## config.mk

```make
export PLATFORM = sky130hd
export DESIGN_NAME = go_back_n_sender_window
export DESIGN_NICKNAME = d
export VERILOG_FILES = /design/src/rtl/gbn_pkg.sv /design/src/rtl/gbn_datapath.sv /design/src/rtl/gbn_controller.sv /design/src/rtl/go_back_n_sender_window.sv
export SDC_FILE = /design/constraint.sdc
export NUM_CORES = 1
export LEC_CHECK = 0
export BUFFER_PORTS_ARGS = -buffer_cell sky130_fd_sc_hd__buf_2
export CAP_MARGIN = 20
export CORE_UTILIZATION = 45
export DETAILED_ROUTE_END_ITERATION = 10
export PLACE_DENSITY = 0.69
export SYNTH_ARGS = -nofsm -noshare
export SYNTH_HDL_FRONTEND = slang
export SYNTH_SLANG_ARGS = --single-unit
```

## constraint.sdc

```tcl
create_clock -name clk -period 5.54 [get_ports clk]
set_input_delay 1.108 -clock clk [delete_from_list [all_inputs] [get_ports clk]]
set_output_delay 1.108 -clock clk [all_outputs]
set_load 0.05 [all_outputs]
```

## src/rtl/gbn_pkg.sv

```systemverilog
package gbn_pkg;

    typedef logic [1:0] op_t;
    localparam op_t OP_SEND = 2'd0;
    localparam op_t OP_ACK  = 2'd1;
    localparam op_t OP_TICK = 2'd2;
    localparam op_t OP_NONE = 2'd3;

    typedef logic [2:0] event_t;
    localparam event_t EV_SENT    = 3'd0;
    localparam event_t EV_REFUSED = 3'd1;
    localparam event_t EV_ACK_OK  = 3'd2;
    localparam event_t EV_ACK_IGN = 3'd3;
    localparam event_t EV_RESENT  = 3'd4;

    localparam logic REG_WINDOW  = 1'b0;
    localparam logic REG_TIMEOUT = 1'b1;

    localparam int WIN_W       = 5;
    localparam int TIMEOUT_W   = 20;
    localparam int CFG_W       = 20;
    localparam int SEQ_OUT_W   = 7;
    localparam int SLOT_OUT_W  = 4;
    localparam int TIME_W      = 32;
    localparam int WINDOW_RESET = 10;
    localparam logic [TIMEOUT_W-1:0] TIMEOUT_RESET = 20'd100000;

    typedef struct packed {
        logic   capture;
        logic   time_tick;
        logic   walk_start;
        logic   walk_step;
        logic   do_send;
        logic   ack_release;
        logic   stamp;
        logic   diff_load;
        logic   emit;
        logic   last;
        event_t ev;
    } cmd_t;

    typedef struct packed {
        logic full;
        logic empty;
        logic walk_end;
        logic match;
        logic timeout;
        logic resend_last;
        logic out_free;
    } status_t;

endpackage

```

## src/rtl/gbn_datapath.sv

```systemverilog
module gbn_datapath #(
    parameter int MAX_SLOTS        = 16,
    parameter int SEQUENCE_MODULUS = 127
) (
    input  logic                              clk,
    input  logic                              rst_n,
    input  logic                              cfg_write,
    input  logic                              cfg_index,
    input  logic [gbn_pkg::CFG_W-1:0]         cfg_data,
    input  logic [gbn_pkg::SEQ_OUT_W-1:0]     ack_sequence,
    input  logic                              out_stall,
    input  gbn_pkg::cmd_t                     cmd,
    output gbn_pkg::status_t                  st,
    output logic                              out_valid,
    output logic [2:0]                        event_res,
    output logic [gbn_pkg::SEQ_OUT_W-1:0]     sequence_res,
    output logic [gbn_pkg::SLOT_OUT_W-1:0]    slot,
    output logic [gbn_pkg::SLOT_OUT_W-1:0]    released_count,
    output logic                              last
);

    localparam int PW = (MAX_SLOTS > 1) ? $clog2(MAX_SLOTS) : 1;
    localparam int LW = PW + 1;
    localparam int SW = (SEQUENCE_MODULUS > 1) ? $clog2(SEQUENCE_MODULUS) : 1;
    localparam int TW = gbn_pkg::TIME_W;
    localparam int RESET_LEN =
        (gbn_pkg::WINDOW_RESET > MAX_SLOTS) ? MAX_SLOTS : gbn_pkg::WINDOW_RESET;

    logic [SW-1:0] seq_mem [MAX_SLOTS];
    logic [TW-1:0] time_mem [MAX_SLOTS];

    logic [LW-1:0] ring_len_reg, ring_len_next;
    logic [gbn_pkg::TIMEOUT_W-1:0] timeout_reg, timeout_next;
    logic [PW-1:0] oldest_reg, oldest_next;
    logic [PW-1:0] next_ptr_reg, next_ptr_next;
    logic [SW-1:0] next_seq_reg, next_seq_next;
    logic [TW-1:0] time_reg, time_next;
    logic [PW-1:0] walk_reg, walk_next;
    logic [LW-1:0] count_reg, count_next;
    logic [gbn_pkg::SEQ_OUT_W-1:0] ack_reg;
    logic [TW-1:0] diff_reg;
    logic [SW-1:0] rd_seq_reg;
    logic [TW-1:0] rd_time_reg;

    logic          out_valid_reg, out_valid_next;
    logic [2:0]    ev_reg;
    logic [gbn_pkg::SEQ_OUT_W-1:0]  seq_out_reg;
    logic [gbn_pkg::SLOT_OUT_W-1:0] slot_out_reg;
    logic [gbn_pkg::SLOT_OUT_W-1:0] rel_out_reg;
    logic          last_reg;

    logic [gbn_pkg::WIN_W-1:0] win;
    logic [LW-1:0] len_wr;
    logic [PW-1:0] next_after_next, next_after_walk;
    logic [SW:0]   seq_inc;
    logic          out_free;

    function automatic logic [PW-1:0] ring_step(input logic [PW-1:0] p,
                                                input logic [LW-1:0] len);
        logic [LW-1:0] inc;
        inc = {1'b0, p} + 1'b1;
        if (inc == len)
            ring_step = '0;
        else
            ring_step = inc[PW-1:0];
    endfunction

    assign win = cfg_data[gbn_pkg::WIN_W-1:0];

    always_comb
    begin
        if (win < 5'd2)
            len_wr = LW'(2);
        else if (32'(win) > 32'(MAX_SLOTS))
            len_wr = LW'(MAX_SLOTS);
        else
            len_wr = LW'(win);
    end

    assign next_after_next = ring_step(next_ptr_reg, ring_len_reg);
    assign next_after_walk = ring_step(walk_reg, ring_len_reg);
    assign seq_inc         = {1'b0, next_seq_reg} + 1'b1;
    assign out_free        = !out_valid_reg || !out_stall;

    assign st.full        = (next_after_next == oldest_reg);
    assign st.empty       = (oldest_reg == next_ptr_reg);
    assign st.walk_end    = (walk_reg == next_ptr_reg);
    assign st.match       = (32'(rd_seq_reg) == 32'(ack_reg));
    assign st.timeout     = (diff_reg > {{(TW - gbn_pkg::TIMEOUT_W){1'b0}}, timeout_reg});
    assign st.resend_last = (next_after_walk == next_ptr_reg);
    assign st.out_free    = out_free;

    always_comb
    begin
        ring_len_next = ring_len_reg;
        timeout_next  = timeout_reg;
        oldest_next   = oldest_reg;
        next_ptr_next = next_ptr_reg;
        next_seq_next = next_seq_reg;
        time_next     = time_reg;

        if (cmd.time_tick)
            time_next = time_reg + 1'b1;
        if (cmd.do_send)
        begin
            next_ptr_next = next_after_next;
            if (seq_inc == (SW+1)'(SEQUENCE_MODULUS))
                next_seq_next = '0;
            else
                next_seq_next = seq_inc[SW-1:0];
        end
        if (cmd.ack_release)
            oldest_next = next_after_walk;

        if (cfg_write)
        begin
            if (cfg_index == gbn_pkg::REG_WINDOW)
            begin
                ring_len_next = len_wr;
                oldest_next   = '0;
                next_ptr_next = '0;
            end
            else
                timeout_next = cfg_data[gbn_pkg::TIMEOUT_W-1:0];
        end
    end

    always_comb
    begin
        walk_next  = walk_reg;
        count_next = count_reg;
        if (cmd.walk_start)
        begin
            walk_next  = oldest_reg;
            count_next = '0;
        end
        else if (cmd.walk_step)
        begin
            walk_next  = next_after_walk;
            count_next = count_reg + 1'b1;
        end
    end

    always_comb
    begin
        out_valid_next = out_valid_reg;
        if (out_free)
            out_valid_next = cmd.emit;
    end

    always_ff @(posedge clk or negedge rst_n)
    begin
        if (!rst_n)
        begin
            ring_len_reg  <= LW'(RESET_LEN);
            timeout_reg   <= gbn_pkg::TIMEOUT_RESET;
            oldest_reg    <= '0;
            next_ptr_reg  <= '0;
            next_seq_reg  <= '0;
            time_reg      <= '0;
            out_valid_reg <= 1'b0;
        end
        else
        begin
            ring_len_reg  <= ring_len_next;
            timeout_reg   <= timeout_next;
            oldest_reg    <= oldest_next;
            next_ptr_reg  <= next_ptr_next;
            next_seq_reg  <= next_seq_next;
            time_reg      <= time_next;
            out_valid_reg <= out_valid_next;
        end
    end

    always_ff @(posedge clk)
    begin
        walk_reg  <= walk_next;
        count_reg <= count_next;
        if (cmd.capture)
            ack_reg <= ack_sequence;
        if (cmd.diff_load)
            diff_reg <= time_reg - rd_time_reg;
    end

    // slot stores, read address follows the next value of the walk pointer
    always_ff @(posedge clk)
    begin
        if (cmd.do_send)
        begin
            seq_mem[next_ptr_reg]  <= next_seq_reg;
            time_mem[next_ptr_reg] <= time_reg;
        end
        else if (cmd.stamp)
            time_mem[walk_reg] <= time_reg;
    end

    always_ff @(posedge clk)
    begin
        rd_seq_reg  <= seq_mem[walk_next];
        rd_time_reg <= time_mem[walk_next];
    end

    always_ff @(posedge clk)
    begin
        if (out_free && cmd.emit)
        begin
            ev_reg   <= cmd.ev;
            last_reg <= cmd.last;
            case (cmd.ev)
                gbn_pkg::EV_SENT:
                begin
                    seq_out_reg  <= gbn_pkg::SEQ_OUT_W'(next_seq_reg);
                    slot_out_reg <= gbn_pkg::SLOT_OUT_W'(next_ptr_reg);
                    rel_out_reg  <= '0;
                end
                gbn_pkg::EV_ACK_OK:
                begin
                    seq_out_reg  <= ack_reg;
                    slot_out_reg <= gbn_pkg::SLOT_OUT_W'(walk_reg);
                    rel_out_reg  <= gbn_pkg::SLOT_OUT_W'(count_reg + 1'b1);
                end
                gbn_pkg::EV_ACK_IGN:
                begin
                    seq_out_reg  <= ack_reg;
                    slot_out_reg <= '0;
                    rel_out_reg  <= '0;
                end
                gbn_pkg::EV_RESENT:
                begin
                    seq_out_reg  <= gbn_pkg::SEQ_OUT_W'(rd_seq_reg);
                    slot_out_reg <= gbn_pkg::SLOT_OUT_W'(walk_reg);
                    rel_out_reg  <= '0;
                end
                default:
                begin
                    seq_out_reg  <= '0;
                    slot_out_reg <= '0;
                    rel_out_reg  <= '0;
                end
            endcase
        end
    end

    assign out_valid      = out_valid_reg;
    assign event_res      = ev_reg;
    assign sequence_res   = seq_out_reg;
    assign slot           = slot_out_reg;
    assign released_count = rel_out_reg;
    assign last           = last_reg;

endmodule

```

## src/rtl/gbn_controller.sv

```systemverilog
module gbn_controller (
    input  logic              clk,
    input  logic              rst_n,
    input  logic              in_valid,
    input  logic [1:0]        operation,
    input  gbn_pkg::status_t  st,
    output logic              in_stall,
    output gbn_pkg::cmd_t     cmd
);

    localparam logic [2:0] ST_IDLE   = 3'd0;
    localparam logic [2:0] ST_SEND   = 3'd1;
    localparam logic [2:0] ST_ACK    = 3'd2;
    localparam logic [2:0] ST_TICK   = 3'd3;
    localparam logic [2:0] ST_TCMP   = 3'd4;
    localparam logic [2:0] ST_RESEND = 3'd5;

    logic [2:0] state_reg, state_next;

    assign in_stall = (state_reg != ST_IDLE);

    always_comb
    begin
        state_next = state_reg;
        cmd        = '0;
        cmd.ev     = gbn_pkg::EV_SENT;
        case (state_reg)
            ST_IDLE:
            begin
                if (in_valid)
                begin
                    cmd.capture    = 1'b1;
                    cmd.walk_start = 1'b1;
                    case (operation)
                        gbn_pkg::OP_SEND: state_next = ST_SEND;
                        gbn_pkg::OP_ACK:  state_next = ST_ACK;
                        gbn_pkg::OP_TICK:
                        begin
                            cmd.time_tick = 1'b1;
                            state_next    = ST_TICK;
                        end
                        default: state_next = ST_IDLE;
                    endcase
                end
            end
            ST_SEND:
            begin
                if (st.out_free)
                begin
                    cmd.emit = 1'b1;
                    cmd.last = 1'b1;
                    if (st.full)
                        cmd.ev = gbn_pkg::EV_REFUSED;
                    else
                    begin
                        cmd.ev      = gbn_pkg::EV_SENT;
                        cmd.do_send = 1'b1;
                    end
                    state_next = ST_IDLE;
                end
            end
            ST_ACK:
            begin
                // one slot compared per cycle, oldest first
                if (st.walk_end || st.match)
                begin
                    if (st.out_free)
                    begin
                        cmd.emit = 1'b1;
                        cmd.last = 1'b1;
                        if (st.walk_end)
                            cmd.ev = gbn_pkg::EV_ACK_IGN;
                        else
                        begin
                            cmd.ev          = gbn_pkg::EV_ACK_OK;
                            cmd.ack_release = 1'b1;
                        end
                        state_next = ST_IDLE;
                    end
                end
                else
                    cmd.walk_step = 1'b1;
            end
            ST_TICK:
            begin
                if (st.empty)
                    state_next = ST_IDLE;
                else
                begin
                    cmd.diff_load = 1'b1;
                    state_next    = ST_TCMP;
                end
            end
            ST_TCMP:
            begin
                if (st.timeout)
                    state_next = ST_RESEND;
                else
                    state_next = ST_IDLE;
            end
            ST_RESEND:
            begin
                if (st.out_free)
                begin
                    cmd.emit  = 1'b1;
                    cmd.ev    = gbn_pkg::EV_RESENT;
                    cmd.stamp = 1'b1;
                    cmd.last  = st.resend_last;
                    if (st.resend_last)
                        state_next = ST_IDLE;
                    else
                        cmd.walk_step = 1'b1;
                end
            end
            default:
                state_next = ST_IDLE;
        endcase
    end

    always_ff @(posedge clk or negedge rst_n)
    begin
        if (!rst_n)
            state_reg <= ST_IDLE;
        else
            state_reg <= state_next;
    end

endmodule

```

## src/rtl/go_back_n_sender_window.sv

```systemverilog
// Go-back-N ARQ sender window. A ring of window_size slots (clamped to 2..MAX_SLOTS) tracks
// outstanding packets with one slot kept free. Operation 0 sends (or refuses when full),
// operation 1 searches an acknowledgement from the oldest slot and releases up to the match,
// operation 2 advances time by one tick and, on timeout of the oldest slot, resends every
// outstanding slot in order with one result per slot. One item is handled at a time: the
// input stalls until the item is done, and a stalled output holds it longer. The slot walk
// reads one slot store entry per cycle unless a stalled output holds a resend. Writing
// window_size empties the ring; the user must write configuration only while the block is
// idle, the block itself does not enforce this.
module go_back_n_sender_window #(
    parameter int MAX_SLOTS        = 16,
    parameter int SEQUENCE_MODULUS = 127
) (
    input  logic        clk,
    input  logic        rst_n,
    input  logic        cfg_write,
    input  logic        cfg_index,
    input  logic [19:0] cfg_data,
    input  logic        in_valid,
    output logic        in_stall,
    input  logic [1:0]  operation,
    input  logic [6:0]  ack_sequence,
    output logic        out_valid,
    input  logic        out_stall,
    output logic [2:0]  event_res,
    output logic [6:0]  sequence_res,
    output logic [3:0]  slot,
    output logic [3:0]  released_count,
    output logic        last
);

    gbn_pkg::cmd_t    cmd;
    gbn_pkg::status_t st;

    gbn_controller u_ctrl (
        .clk       (clk),
        .rst_n     (rst_n),
        .in_valid  (in_valid),
        .operation (operation),
        .st        (st),
        .in_stall  (in_stall),
        .cmd       (cmd)
    );

    gbn_datapath #(
        .MAX_SLOTS        (MAX_SLOTS),
        .SEQUENCE_MODULUS (SEQUENCE_MODULUS)
    ) u_dp (
        .clk            (clk),
        .rst_n          (rst_n),
        .cfg_write      (cfg_write),
        .cfg_index      (cfg_index),
        .cfg_data       (cfg_data),
        .ack_sequence   (ack_sequence),
        .out_stall      (out_stall),
        .cmd            (cmd),
        .st             (st),
        .out_valid      (out_valid),
        .event_res      (event_res),
        .sequence_res   (sequence_res),
        .slot           (slot),
        .released_count (released_count),
        .last           (last)
    );

endmodule

```

Yosys cells after proc, flatten, opt, wreduce, memory -nomap -nowiden
Memories as Yosys holds them, arrays and structs flattened. A register that Yosys moved wholly into a read port is not among the register bits.
Cells that the tools add are included.
- register bits: 143
- RAM bits: 624
- input bits: 35
- output and inout bits: 21
- word-level logic and storage cells: 123
- memories: 2
- add/subtract/negate cells: 6
- $lt $le $gt $ge: 3
- eq/ne operators: 22
- muxes and demuxes: 57
- bitwise gates (word level): 1
- reductions and logical operators: 15
- memories (name ; words ; bits a word ; read ports ; clocked after memory_dff ; write ports ; line ; RTL):
    u_dp.time_mem ; 16 ; 32 ; 1 ; 1 ; 1 ; gbn_datapath.sv:30 ; logic [TW-1:0] time_mem [MAX_SLOTS];
    u_dp.seq_mem ; 16 ; 7 ; 1 ; 1 ; 1 ; gbn_datapath.sv:29 ; logic [SW-1:0] seq_mem [MAX_SLOTS];
- operators by type and width (cell ; number):
    2-to-1 mux 4 bit ; 11
    adder 32 x 1 -> 32 bit (second input constant) ; 1
    > comparator 32 x 20 -> 1 bit ; 1
    2-to-1 mux 32 bit ; 1
    OR reduction 32 bit ; 1
    subtractor 32 bit ; 1
    2-to-1 mux 5 bit ; 6
    2-to-1 mux 3 bit ; 9
    2-to-1 mux 1 bit ; 23
    case mux 7 bit (3 select lines) ; 1
    case mux 3 bit (6 select lines) ; 1
    equality test 4 bit ; 4
    case mux 5 bit (3 select lines) ; 1
    equality test 3 x 2 -> 1 bit (second input constant) ; 4
    adder 4 x 1 -> 5 bit (second input constant) ; 2
    equality test 5 bit ; 2
    equality test 3 bit (second input constant) ; 3
    adder 7 x 1 -> 8 bit (second input constant) ; 1
    equality test 8 x 7 -> 1 bit (second input constant) ; 1
    case mux 4 bit (2 select lines) ; 1
    equality test 7 bit ; 1
    2-to-1 mux 7 bit ; 1
    zero test 3 bit ; 2
    inequality test 2 x 1 -> 1 bit (second input constant) ; 3
    other kinds (18) ; 22

Longest topological paths before layout
Gate-level depths: netlist of the first run.
- word-level depth: 11
- depth in mapped cells: 16
- mapped depth without buffers: 14

Cells and area by module
From an unflattened synthesis of the first run, not the netlist that was laid out.
- cell total of the unflattened synthesis: 2287
- area, all modules: 34963.5 sq um
- by module, submodules not included (module ; instances ; cells each ; area each (sq um) ; sequential area each (sq um)):
    gbn_datapath ; 1 ; 2232 ; 34545.6 ; 23257.3
    gbn_controller ; 1 ; 55 ; 417.9 ; 75.1

Least setup slack after synthesis of the first run
OpenSTA, ideal clock, no wires.
- path type: register to register
- start: register u_dp.next_ptr_reg[0]
- end: memory u_dp.time_mem[1][0] in the netlist's numbering, enable pin
- setup time: 0.421 ns
- data arrival time: 4.340 ns
- required time: 5.119 ns
- setup slack: 0.779 ns
- stages on the path, launching flop included: 13
- path buffers: 2
- clock period less this slack: 4.761 ns
- path through: dfrtp_1 buf_2 clkinv_1 ha_1 xor2_1 a2111oi_4 o21ai_1 a311oi_1 nor3_1 nor3_2 clkbuf_1 a31oi_1 nor2_1
- longest elaborated chain between the ends: 11
- elaborated cells on any way between the ends: 14
- those cells by class: add/sub: 1; eq/ne: 2; mux: 10; reduce/logical: 1
- ends and longest elaborated chain (what ; line ; RTL):
    start: declaration ; gbn_datapath.sv:35 ; logic [PW-1:0] next_ptr_reg, next_ptr_next;
    start signal: assignment ; gbn_datapath.sv:168 ; next_ptr_reg <= next_ptr_next;
    adder 4 x 1 -> 5 bit ; gbn_datapath.sv:61 ; inc = {1'b0, p} + 1'b1;
    equality test 5 bit ; gbn_datapath.sv:62 ; if (inc == len)
    2-to-1 mux 4 bit ; gbn_datapath.sv:62 ;
    equality test 4 bit ; gbn_datapath.sv:85 ; assign st.full = (next_after_next == oldest_reg);
    2-to-1 mux 1 bit ; gbn_controller.sv:52 ; if (st.full)
    2-to-1 mux 1 bit ; gbn_controller.sv:48 ; if (st.out_free)
    2-to-1 mux 1 bit ; gbn_controller.sv:27 ; case (state_reg)
    2-to-1 mux 1 bit ; gbn_datapath.sv:188 ; if (cmd.do_send)
    2-to-1 mux 1 bit (implied by the code) ; gbn_datapath.sv:194 ; time_mem[walk_reg] <= time_reg;
    OR reduction 32 bit (no line) ; - ;
    2-to-1 mux 4 bit (no line) or 2-to-1 mux 1 bit (tied branches) ; - ;
    end: declaration ; gbn_datapath.sv:30 ;
Parallel ways exist; a longest one is shown, timed or not.

Worst setup path in the final report of the first run
- start: register u_dp.next_ptr_reg[0]
- end: memory u_dp.time_mem[4][14] in the netlist's numbering, enable pin
Same word-level chain as after synthesis.

==> flow_summary_export.csv, run 1 <==
group,metric,value,unit
outcome,status,"complete, no violations",
routing,drt_wl_total,72600,um
power_and_ir_drop,p_total,21.6,mW
power_and_ir_drop,p_switching,7.95,mW
clock_network,cts_buffer_depth,3,
routing,wire_per_inst,21.2,um
routing,ant_nets,0,
floorplanning,io_pins,56,
timing,finalSetupTns,0,ns
clock_network,cts_hold_buf,0,
clock_network,htree_levels,3,
timing,tightest_slew,1.05,ns
clock_network,cts_tree,"done",
clock_network,path_clk_slew,0.06,ns
setup_path,crit_top_cell,"buf_4",
place,dp.final_hpwl,44400,um
timing,finalCritPeriodShare,0.855,
setup_path,worst-setup-path-type,"flop to flop",
yosys,ys_async_sr_fraction,0.0944,
global_routing,grt_overflow,0,
clock_network,cts_made_buffers,82,
power_and_ir_drop,ir_drop,0.519,mV
routing,remaining_drc_errors,0,
yosys,avgSynthCellArea,14.8,um^2
layout,final_util,0.513,
power_and_ir_drop,p_clk_frac,0.243,
clock_network,clock-sinks,805,
power_and_ir_drop,seq_power_share,0.361,
setup_path,critPathArrivalTime,5.04,ns
yosys,yosysUniqueCellTypes,85,
layout,fin_area,0.0383,mm^2
power_and_ir_drop,power.share.switching,0.368,
setup_path,crit_required,5.85,ns
floorplanning,die-area,0.0768,mm^2
place,routabilityCongestion,0.910,
setup_path,cp-end-kind,"flop",
layout,reg_top3,"u_dp.time_mem: 512 flops, u_dp.seq_mem: 112 flops",
timing,fmax,211,MHz
yosys,yosys_warnings,0,
yosys,synth_top_area_share,0.601,
timing,hold_violations,0,
layout,largest_register_ffs,512,
yosys,ys_seq_area_frac,0.685,
layout,area_delta_synth_final,12.5,%
clock_network,root_buffer,"clkbuf_16",
global_routing,grt.total_usage,0.188,
timing,setup_viol,0,
routing,vias,19400,
timing,finalMaxSlewViolations,0,
power_and_ir_drop,p_leak,14.8,nW
clock_network,cts_setup_buffers,0,
timing,rsz0062_at_grt,"false",
yosys,ys_top_cells_by_area,"edfxtp_1 60%, mux2i_1 9.2%, dfrtp_1 5.0%",
yosys,synth_edf_count,682,
global_routing,grt_pass1_wl,112000,um
yosys,synth_fp_nets,2396,
yosys,synth_top_area_cell,"edfxtp_1",
floorplanning,die_y,277,um
setup_path,path_max_fanout,32,
floorplanning,num_rows,100,
timing,relSlewSlack,0.297,
min_path,hp-class,"input pin to asynchronous set/reset pin",
yosys,ys.flop_type,"edfxtp_1",
place,port_buffers,55,
yosys,syn_inst,2298,
power_and_ir_drop,power_density,563,mW/mm^2
floorplanning,core,0.0747,mm^2
routing,firstDrtPassIters,6,
place,dp_cells,3267,
clock_network,cts_resized,0,
global_routing,antenna_found_initial,1,
routing,vias_per_cell,5.65,
setup_path,worst_path_max_delay_cell,"a32oi_1",
place,place_area,0.0357,mm^2
global_routing,grt_max_degree,90,
layout,diodes,0,
setup_path,cp-start-kind,"flop",
clock_network,insertion_delay,0.63,ns
timing,fin_crit,4.74,ns
flow_run,drv_cap,0,
power_and_ir_drop,power.internal,13.6,mW
global_routing,grt_pass1_vias,19500,
setup_path,critical-path-top-delay-family,"compound AO/OA/AOI/OAI gates",
layout,top_register,"u_dp.time_mem",
yosys,synth_area,0.0341,mm^2
layout,drive_above_1_share,0.127,
power_and_ir_drop,power_frac_comb,0.396,
timing,fin_skew,0.0243,ns
setup_path,crit_buf_inv,3,
layout,fin_nets,2484,
yosys,ys_seq_elements,805,
floorplanning,dieWidth,277,um
layout,finalNonFillerCells,3423,
setup_path,path_cells,"clkinv_1, ha_1, xor2_1, a2111oi_4, a21oi_1, o32a_1, nor3_1, nor3_2, buf_4, a32oi_1, nor2_4, buf_4",
routing,drt_iter0_drc,1465,
floorplanning,initial_core_util,0.456,
setup_path,max_stage_delay,0.78,ns
## through the flow
step	hold WS, ns	worst slack [ns]
after global placement	0.476	0.925
after floorplan	0.450	0.779
final	0.393	0.801
after global routing	0.398	0.519
after CTS	0.415	0.816
after detailed placement	0.495	0.835
## synth_stat cells, types with 10 or more instances
master / count
xnor2_1: 52
dfxtp_1: 47
and3_1: 14
a22oi_1: 39
a21oi_1: 111
nand3_1: 71
o21ai_0: 29
nand2_1: 157
clkbuf_1: 45
a22o_1: 12
ha_1: 62
xor2_1: 32
a21o_1: 24
a221o_1: 76
nor2b_1: 10
nor3_1: 26
dfrtp_1: 68
edfxtp_1: 682
nand4_1: 13
mux2i_1: 314
mux2_2: 22
buf_4: 14
nor2_1: 78
buf_2: 42
or3_1: 10
nand2b_1: 17
inv_1: 82
## layer usage
layer,share of wire,GRT usage,vias to the layer above
met5,0,0,-
met4,0.019,0.0531,0
met3,0.052,0.0282,103
met2,0.48,0.313,511
met1,0.45,0.256,9764
li1,-,-,8977
## logic make-up (layout without fill, tap and decap cells)
| family | count (synthesis) | count (layout) | share of synthesized area |
|---|---|---|---|
| buf+inv | 194 | 350 | 0.0249 |
| compound gates | 368 | 368 | 0.0808 |
| simple gates | 443 | 443 | 0.0624 |
| mux | 336 | 336 | 0.0995 |
| fa+ha+maj | 63 | 63 | 0.0234 |
| flops | 805 | 805 | 0.685 |
| xor+xnor | 89 | 89 | 0.0240 |
## worst paths after layout
| kind | startpoint | end | slack, ns | cells after the start |
|---|---|---|---|---|
| worst max-delay path | u_dp.next_ptr_reg[0]$_DFF_PN0_ | u_dp.time_mem[4][14]$_DFFE_PP_ | 0.80 | 12 |
| worst min-delay path | rst_n | u_dp.time_reg[30]$_DFFE_PN0P_ | 0.39 | 1 |
| worst max register to register | u_dp.next_ptr_reg[0]$_DFF_PN0_ | u_dp.time_mem[4][14]$_DFFE_PP_ | 0.80 | 12 |
| worst min register to register | u_dp.timeout_reg[14]$_DFFE_PN0P_ | u_dp.timeout_reg[14]$_DFFE_PN0P_ | 0.51 | 1 |
| max in group asynchronous | rst_n | u_dp.next_ptr_reg[1]$_DFF_PN0_ | 4.01 | 2 |
| min in group clk | u_dp.timeout_reg[14]$_DFFE_PN0P_ | u_dp.timeout_reg[14]$_DFFE_PN0P_ | 0.51 | 1 |
## cell type report
| cell class | count | area, um^2 |
|---|---|---|
| clock buffers | 112 | 2220 |
| clock inverters | 40 | 334 |
| fillers | 6049 | 36400 |
| inverters | 86 | 325 |
| multi-input cells | 1299 | 10000 |
| flip-flops and latches | 805 | 23300 |
| well taps | 969 | 1210 |
| repair buffers | 112 | 855 |
## power by group through the flow
stage | sequential (mW) | clock (mW) | combinational, mW
after floorplan | 7.82 | 0 | 6.37
after global placement | 7.86 | 0 | 8.34
after detailed placement | 7.90 | 0 | 8.52
after CTS | 7.77 | 5.34 | 8.55
after global routing | 7.83 | 5.57 | 9.27
final | 7.78 | 5.24 | 8.54
## cell usage in the layout (no fill, tap or decap), types with 39 or more instances in the layout
master,netlist,final
edfxtp_1,682,682
mux2i_1,314,314
nand2_1,157,157
a21oi_1,111,110
clkbuf_16,0,83
inv_1,82,82
a221o_1,76,76
nand3_1,71,71
dfrtp_1,68,68
ha_1,62,62
nor2_1,78,61
buf_2,42,54
xnor2_1,52,52
dfxtp_1,47,47
buf_4,14,46
a22oi_1,39,39
## worst reg2reg max path, delay by kind of cell (launching register included)
family,cells,cell delay (ns)
buffers and inverters,3,0.93
AND/OR/NAND/NOR,3,0.45
XOR/XNOR,1,0.21
adder cells (fa/ha/maj),1,0.44
flip-flops,1,0.65
AO/OA/AOI/OAI,4,1.71
Power figures use the tool's default switching activity.
==> inputs of run 2 (changes only) <==
- PLACE_DENSITY: 0.69 -> 0.58
==> run 2 against run 1 <==
Clock power is 10% higher. Wire length is 9.8% higher. Clock-buffer cell count is 17 higher. Core utilization is 0.38 points higher. Clock skew is 0.0088 ns higher. Largest cell class unchanged. Highest routed layer unchanged.
==> flow_summary_export.csv, run 2 (synthesis gave the netlist of run 1 again) <==
group,metric,value,unit
outcome,status,"complete, no violations",
power_and_ir_drop,power.internal,14.1,mW
clock_network,cts_resized,0,
place,dp_cells,3266,
floorplanning,die_y,277,um
setup_path,critPathArrivalTime,5.22,ns
floorplanning,num_rows,100,
routing,wire_per_inst,23.3,um
layout,largest_register_ffs,512,
power_and_ir_drop,power_frac_comb,0.391,
routing,drt_iter0_drc,1495,
global_routing,grt.total_usage,0.209,
routing,ant_nets,0,
clock_network,cts_made_buffers,86,
global_routing,grt_overflow,0,
power_and_ir_drop,seq_power_share,0.349,
setup_path,worst-setup-path-type,"flop to flop",
clock_network,cts_buffer_depth,3,
timing,rsz0062_at_grt,"false",
timing,hold_violations,0,
layout,top_register,"u_dp.time_mem",
power_and_ir_drop,p_total,22.2,mW
timing,setup_viol,0,
timing,fin_crit,4.85,ns
routing,drt_wl_total,79700,um
layout,area_delta_synth_final,13.3,%
floorplanning,core,0.0747,mm^2
clock_network,cts_tree,"done",
floorplanning,io_pins,56,
timing,holdWs,0.480,ns
timing,fmax,206,MHz
clock_network,cts_hold_buf,0,
layout,final_util,0.517,
routing,vias_per_cell,5.65,
floorplanning,die-area,0.0768,mm^2
layout,drive_above_1_share,0.128,
layout,reg_top3,"u_dp.time_mem: 512 flops, u_dp.seq_mem: 112 flops",
layout,layout_common_cells,"682 x edfxtp_1, 314 x mux2i_1, 157 x nand2_1",
timing,finalSetupTns,0,ns
routing,vias,19300,
floorplanning,initial_core_util,0.456,
clock_network,path_clk_slew,0.06,ns
global_routing,grt_max_degree,133,
global_routing,grt_pass1_vias,19700,
clock_network,insertion_delay,0.64,ns
timing,fin_skew,0.0331,ns
timing,relSlewSlack,0.275,
power_and_ir_drop,p_clk_frac,0.260,
place,port_buffers,55,
layout,fin_nets,2483,
layout,finalNonFillerCells,3425,
timing,finalCritPeriodShare,0.875,
layout,multi_input_area,0.0100,mm^2
layout,diodes,0,
power_and_ir_drop,ir_drop,0.869,mV
power_and_ir_drop,p_leak,15.0,nW
place,routabilityCongestion,0.837,
power_and_ir_drop,power_density,575,mW/mm^2
flow_run,drv_cap,0,
global_routing,antenna_found_initial,1,
clock_network,htree_levels,3,
min_path,hp-class,"input pin to asynchronous set/reset pin",
power_and_ir_drop,power.share.switching,0.366,
place,dp.final_hpwl,45700,um
floorplanning,dieWidth,277,um
timing,tightest_slew,1.09,ns
setup_path,crit_required,5.92,ns
layout,fillers,6130,
routing,remaining_drc_errors,0,
setup_path,cp-end-kind,"flop",
layout,seq_area,0.0233,mm^2
layout,layout_commonest_cell,"edfxtp_1",
clock_network,cts_setup_buffers,0,
global_routing,grt_pass1_wl,122000,um
timing,finalMaxSlewViolations,0,
setup_path,cp-start-kind,"flop",
clock_network,root_buffer,"clkbuf_16",
clock_network,clock-sinks,805,
routing,firstDrtPassIters,5,
setup_path,path_max_fanout,24,
power_and_ir_drop,p_switching,8.12,mW
-- run 2: area by class of cell --
class                      count  area share
clock inverter                30     0.00921
inverter                      86     0.00843
timing repair buffer         107      0.0209
tap                          969      0.0314
clock buffer                 129      0.0655
multi-input combinational   1299       0.260
sequential                   805       0.605
-- run 2: critical path, cell delays in order, from the launching register on --
cell and delay (ns):
dfrtp_1 0.63, clkinv_1 0.36, ha_1 0.46, xor2_1 0.21, a2111oi_4 0.52, a21oi_1 0.08, o32a_1 0.30, nor3_1 0.32
nor3_2 0.08, buf_4 0.22, a32oi_1 0.81, nor2_4 0.29, buf_12 0.27
-- run 2: power groups by stage --
stage | combinational (mW) | clock [mW] | sequential, mW
2_1_floorplan | 6.37 | 0 | 7.82
3_5_place_dp | 8.71 | 0 | 7.88
4_1_cts | 8.74 | 5.90 | 7.76
3_3_place_gp | 8.61 | 0 | 7.85
6_report | 8.67 | 5.78 | 7.75
5_1_grt | 9.43 | 6.12 | 7.81
-- run 2: path summary, 6_finish.rpt --
kind,startpoint,to,slack (ns),cells past startpoint
min,rst_n,u_ctrl.state_reg[1]$_DFFE_PN0P_,0.48,1
max,u_dp.next_ptr_reg[0]$_DFF_PN0_,u_dp.time_mem[12][19]$_DFFE_PP_,0.69,12
max in group asynchronous,rst_n,u_dp.time_reg[26]$_DFFE_PN0P_,4.04,2
min in group clk,u_dp.timeout_reg[4]$_DFFE_PN0P_,u_dp.timeout_reg[4]$_DFFE_PN0P_,0.49,2
min reg2reg,u_dp.timeout_reg[4]$_DFFE_PN0P_,u_dp.timeout_reg[4]$_DFFE_PN0P_,0.49,2
max reg2reg,u_dp.next_ptr_reg[0]$_DFF_PN0_,u_dp.time_mem[12][19]$_DFFE_PP_,0.69,12
-- run 2: routing by layer --
layer / part of all wire / GRT usage / vias up
li1: - / - / 8966
met1: 0.46 / 0.298 / 9808
met2: 0.47 / 0.335 / 454
met3: 0.047 / 0.0310 / 119
met4: 0.019 / 0.0526 / 0
met5: 0 / 0 / -
-- run 2: per-stage QoR --
stage               setup slack, ns  cell area, um^2
global route                  0.380            38600
finish                        0.692            38600
CTS                           0.713            38600
detailed placement            0.748            35700
floorplan                     0.779            34100
global placement              0.838            35700
==> inputs of run 3 (changes only) <==
--- a/config.mk
+++ b/config.mk
@@ -12,2 +12,3 @@
 export PLACE_DENSITY = 0.58
+export REMOVE_ABC_BUFFERS = 1
 export SYNTH_ARGS = -nofsm -noshare
--- a/constraint.sdc
+++ b/constraint.sdc
@@ -3,2 +3,2 @@
 set_output_delay 1.108 -clock clk [all_outputs]
-set_load 0.05 [all_outputs]
+set_load 0.1 [all_outputs]
==> run 3 against run 2 <==
Power grew 0.62%. Wire length is 1.5% higher. Clock skew decreased by 0.014 ns. Final cell count decreased by 0.20%. Via count up 0.75%. Clock power down 3%. Core utilization down 0.099 points. Fmax up 2.8%. Combinational power up 3.7%. Largest power group unchanged. Critical path type unchanged. Setup slack gained 0.13 ns.
==> flow_summary_export.csv, run 3 (synthesis gave the netlist of run 1 again) <==
group,metric,value,unit
routing,drt_wl_total,80800,um
timing,rsz0062_at_grt,"false",
routing,ant_nets,0,
place,place_area,0.0358,mm^2
layout,top_register,"u_dp.time_mem",
global_routing,grtUsageMet1,0.301,
floorplanning,io_pins,56,
setup_path,crit_required,6.09,ns
routing,firstDrtPassIters,7,
clock_network,insertion_delay,0.62,ns
global_routing,grt_max_degree,93,
setup_path,crit_buf_inv,1,
setup_path,critPathArrivalTime,5.27,ns
power_and_ir_drop,p_leak,14.9,nW
place,port_buffers,55,
floorplanning,initial_core_util,0.456,
clock_network,cts_resized,0,
clock_network,cts_tree,"done",
floorplanning,core,0.0747,mm^2
timing,fin_skew,0.0188,ns
place,dp.final_hpwl,46300,um
power_and_ir_drop,p_switching,8.34,mW
layout,layout_common_cells,"682 x edfxtp_1, 314 x mux2i_1, 157 x nand2_1",
timing,fmax,212,MHz
layout,drive_above_1_share,0.125,
power_and_ir_drop,p_clk_frac,0.251,
layout,layout_commonest_cell,"edfxtp_1",
clock_network,cts_hold_buf,0,
timing,hold_violations,0,
min_path,hp-class,"flop to flop",
power_and_ir_drop,power.internal,14.0,mW
global_routing,top_usage_layer,"met2",
routing,remaining_drc_errors,0,
setup_path,critical-path-top-delay-family,"simple AND/OR/NAND/NOR gates",
clock_network,cts_setup_buffers,0,
global_routing,grt_pass1_wl,122000,um
layout,diodes,0,
layout,fin_area,0.0385,mm^2
timing,finalSetupTns,0,ns
global_routing,grt_pass1_vias,19400,
floorplanning,num_rows,100,
layout,area_delta_synth_final,13.1,%
power_and_ir_drop,power_density,580,mW/mm^2
timing,setup_viol,0,
place,dp_slack,0.891,ns
global_routing,met2_usage,0.337,
power_and_ir_drop,seq_power_share,0.347,
floorplanning,dieWidth,277,um
clock_network,cts_made_buffers,83,
timing,setup_slack,0.826,ns
flow_run,drv_cap,0,
routing,drt_iter0_drc,1647,
power_and_ir_drop,p_total,22.3,mW
setup_path,worst-setup-path-type,"flop to flop",
clock_network,cts_buffer_depth,3,
floorplanning,die_y,277,um
layout,fin_nets,2478,
setup_path,worst_path_max_delay_cell,"and2b_2",
power_and_ir_drop,power_frac_comb,0.403,
layout,largest_register_ffs,512,
power_and_ir_drop,ir_drop,0.418,mV
timing,tightest_slew,1.08,ns
floorplanning,die-area,0.0768,mm^2
routing,vias_per_cell,5.70,
setup_path,cp-start-kind,"flop",
setup_path,path_max_fanout,23,
place,dp_cells,3264,
routing,vias,19500,
place,routabilityCongestion,0.873,
clock_network,htree_levels,3,
power_and_ir_drop,power.share.switching,0.373,
global_routing,antenna_found_initial,1,
setup_path,max_stage_delay,0.73,ns
timing,finalMaxSlewViolations,0,
timing,relSlewSlack,0.276,
clock_network,path_clk_slew,0.06,ns
layout,finalNonFillerCells,3418,
outcome,status,"complete, no violations",
setup_path,cp-end-kind,"flop",
setup_path,path_cells,"ha_1, xor2_1, nor2_1, a41oi_2, xnor2_2, a31oi_4, nor2_4, or4b_4, a41oi_4, and2b_2, buf_4, a22oi_1, nand3_1",
clock_network,clock-sinks,805,
timing,fin_crit,4.71,ns
routing,wire_per_inst,23.6,um
global_routing,grt.total_usage,0.211,
timing,finalCritPeriodShare,0.851,
global_routing,grt_overflow,0,
clock_network,root_buffer,"clkbuf_16",
global_routing,use_met3,0.0308,
layout,reg_top3,"u_dp.time_mem: 512 flops, u_dp.seq_mem: 112 flops",
run 3: worst reg2reg max path: cells and delay by family, from the launching register on:
kind            cells  cell delay, ns
simple gates        5            1.85
compound gates      4            1.08
flops               1            0.65
xor+xnor            2            0.37
fa+ha+maj           1            0.36
buf+inv             1            0.34
run 3: final timing paths:
check                                                 from                          endpoint  slack, ns  cells after the start
setup / recovery                  u_dp.walk_reg[0]$_DFF_P_      u_dp.rd_time_reg[22]$_DFF_P_       0.83                     13
hold / removal             u_dp.timeout_reg[4]$_DFFE_PN0P_   u_dp.timeout_reg[4]$_DFFE_PN0P_       0.49                      2
setup reg to reg                  u_dp.walk_reg[0]$_DFF_P_      u_dp.rd_time_reg[22]$_DFF_P_       0.83                     13
hold reg to reg            u_dp.timeout_reg[4]$_DFFE_PN0P_   u_dp.timeout_reg[4]$_DFFE_PN0P_       0.49                      2
max in group asynchronous                            rst_n  u_dp.timeout_reg[15]$_DFFE_PN1P_       4.00                      2
min in group asynchronous                            rst_n  u_dp.next_seq_reg[4]$_DFFE_PN0P_       0.54                      1
run 3: layout make-up:
type	count	area, um^2
Tap cell	969	1210
Multi-Input combinational cell	1299	10000
Timing Repair Buffer	105	866
Fill cell	6151	36200
Sequential cell	805	23300
Clock buffer	120	2400
Clock inverter	34	348
Inverter	86	325
run 3: per-stage QoR:
step,utilization,hold WS [ns]
after global routing,0.516,0.535
after CTS,0.516,0.499
after floorplan,-,0.450
after global placement,0.479,0.473
final,0.516,0.491
after detailed placement,0.479,0.486
run 3: power groups by stage:
| stage | combinational (mW) | clock (mW) | sequential (mW) |
|---|---|---|---|
| after global routing | 9.75 | 5.93 | 7.80 |
| after CTS | 9.05 | 5.71 | 7.75 |
| after global placement | 8.89 | 0 | 7.86 |
| final | 8.99 | 5.60 | 7.74 |
| after detailed placement | 9.00 | 0 | 7.87 |
| after floorplan | 5.72 | 0 | 8.00 |
run 3: layer usage:
metal,vias to the layer above,part of all wire
li1,8967,-
met1,9899,0.47
met2,500,0.46
met3,124,0.048
met4,2,0.023
met5,-,0.00016
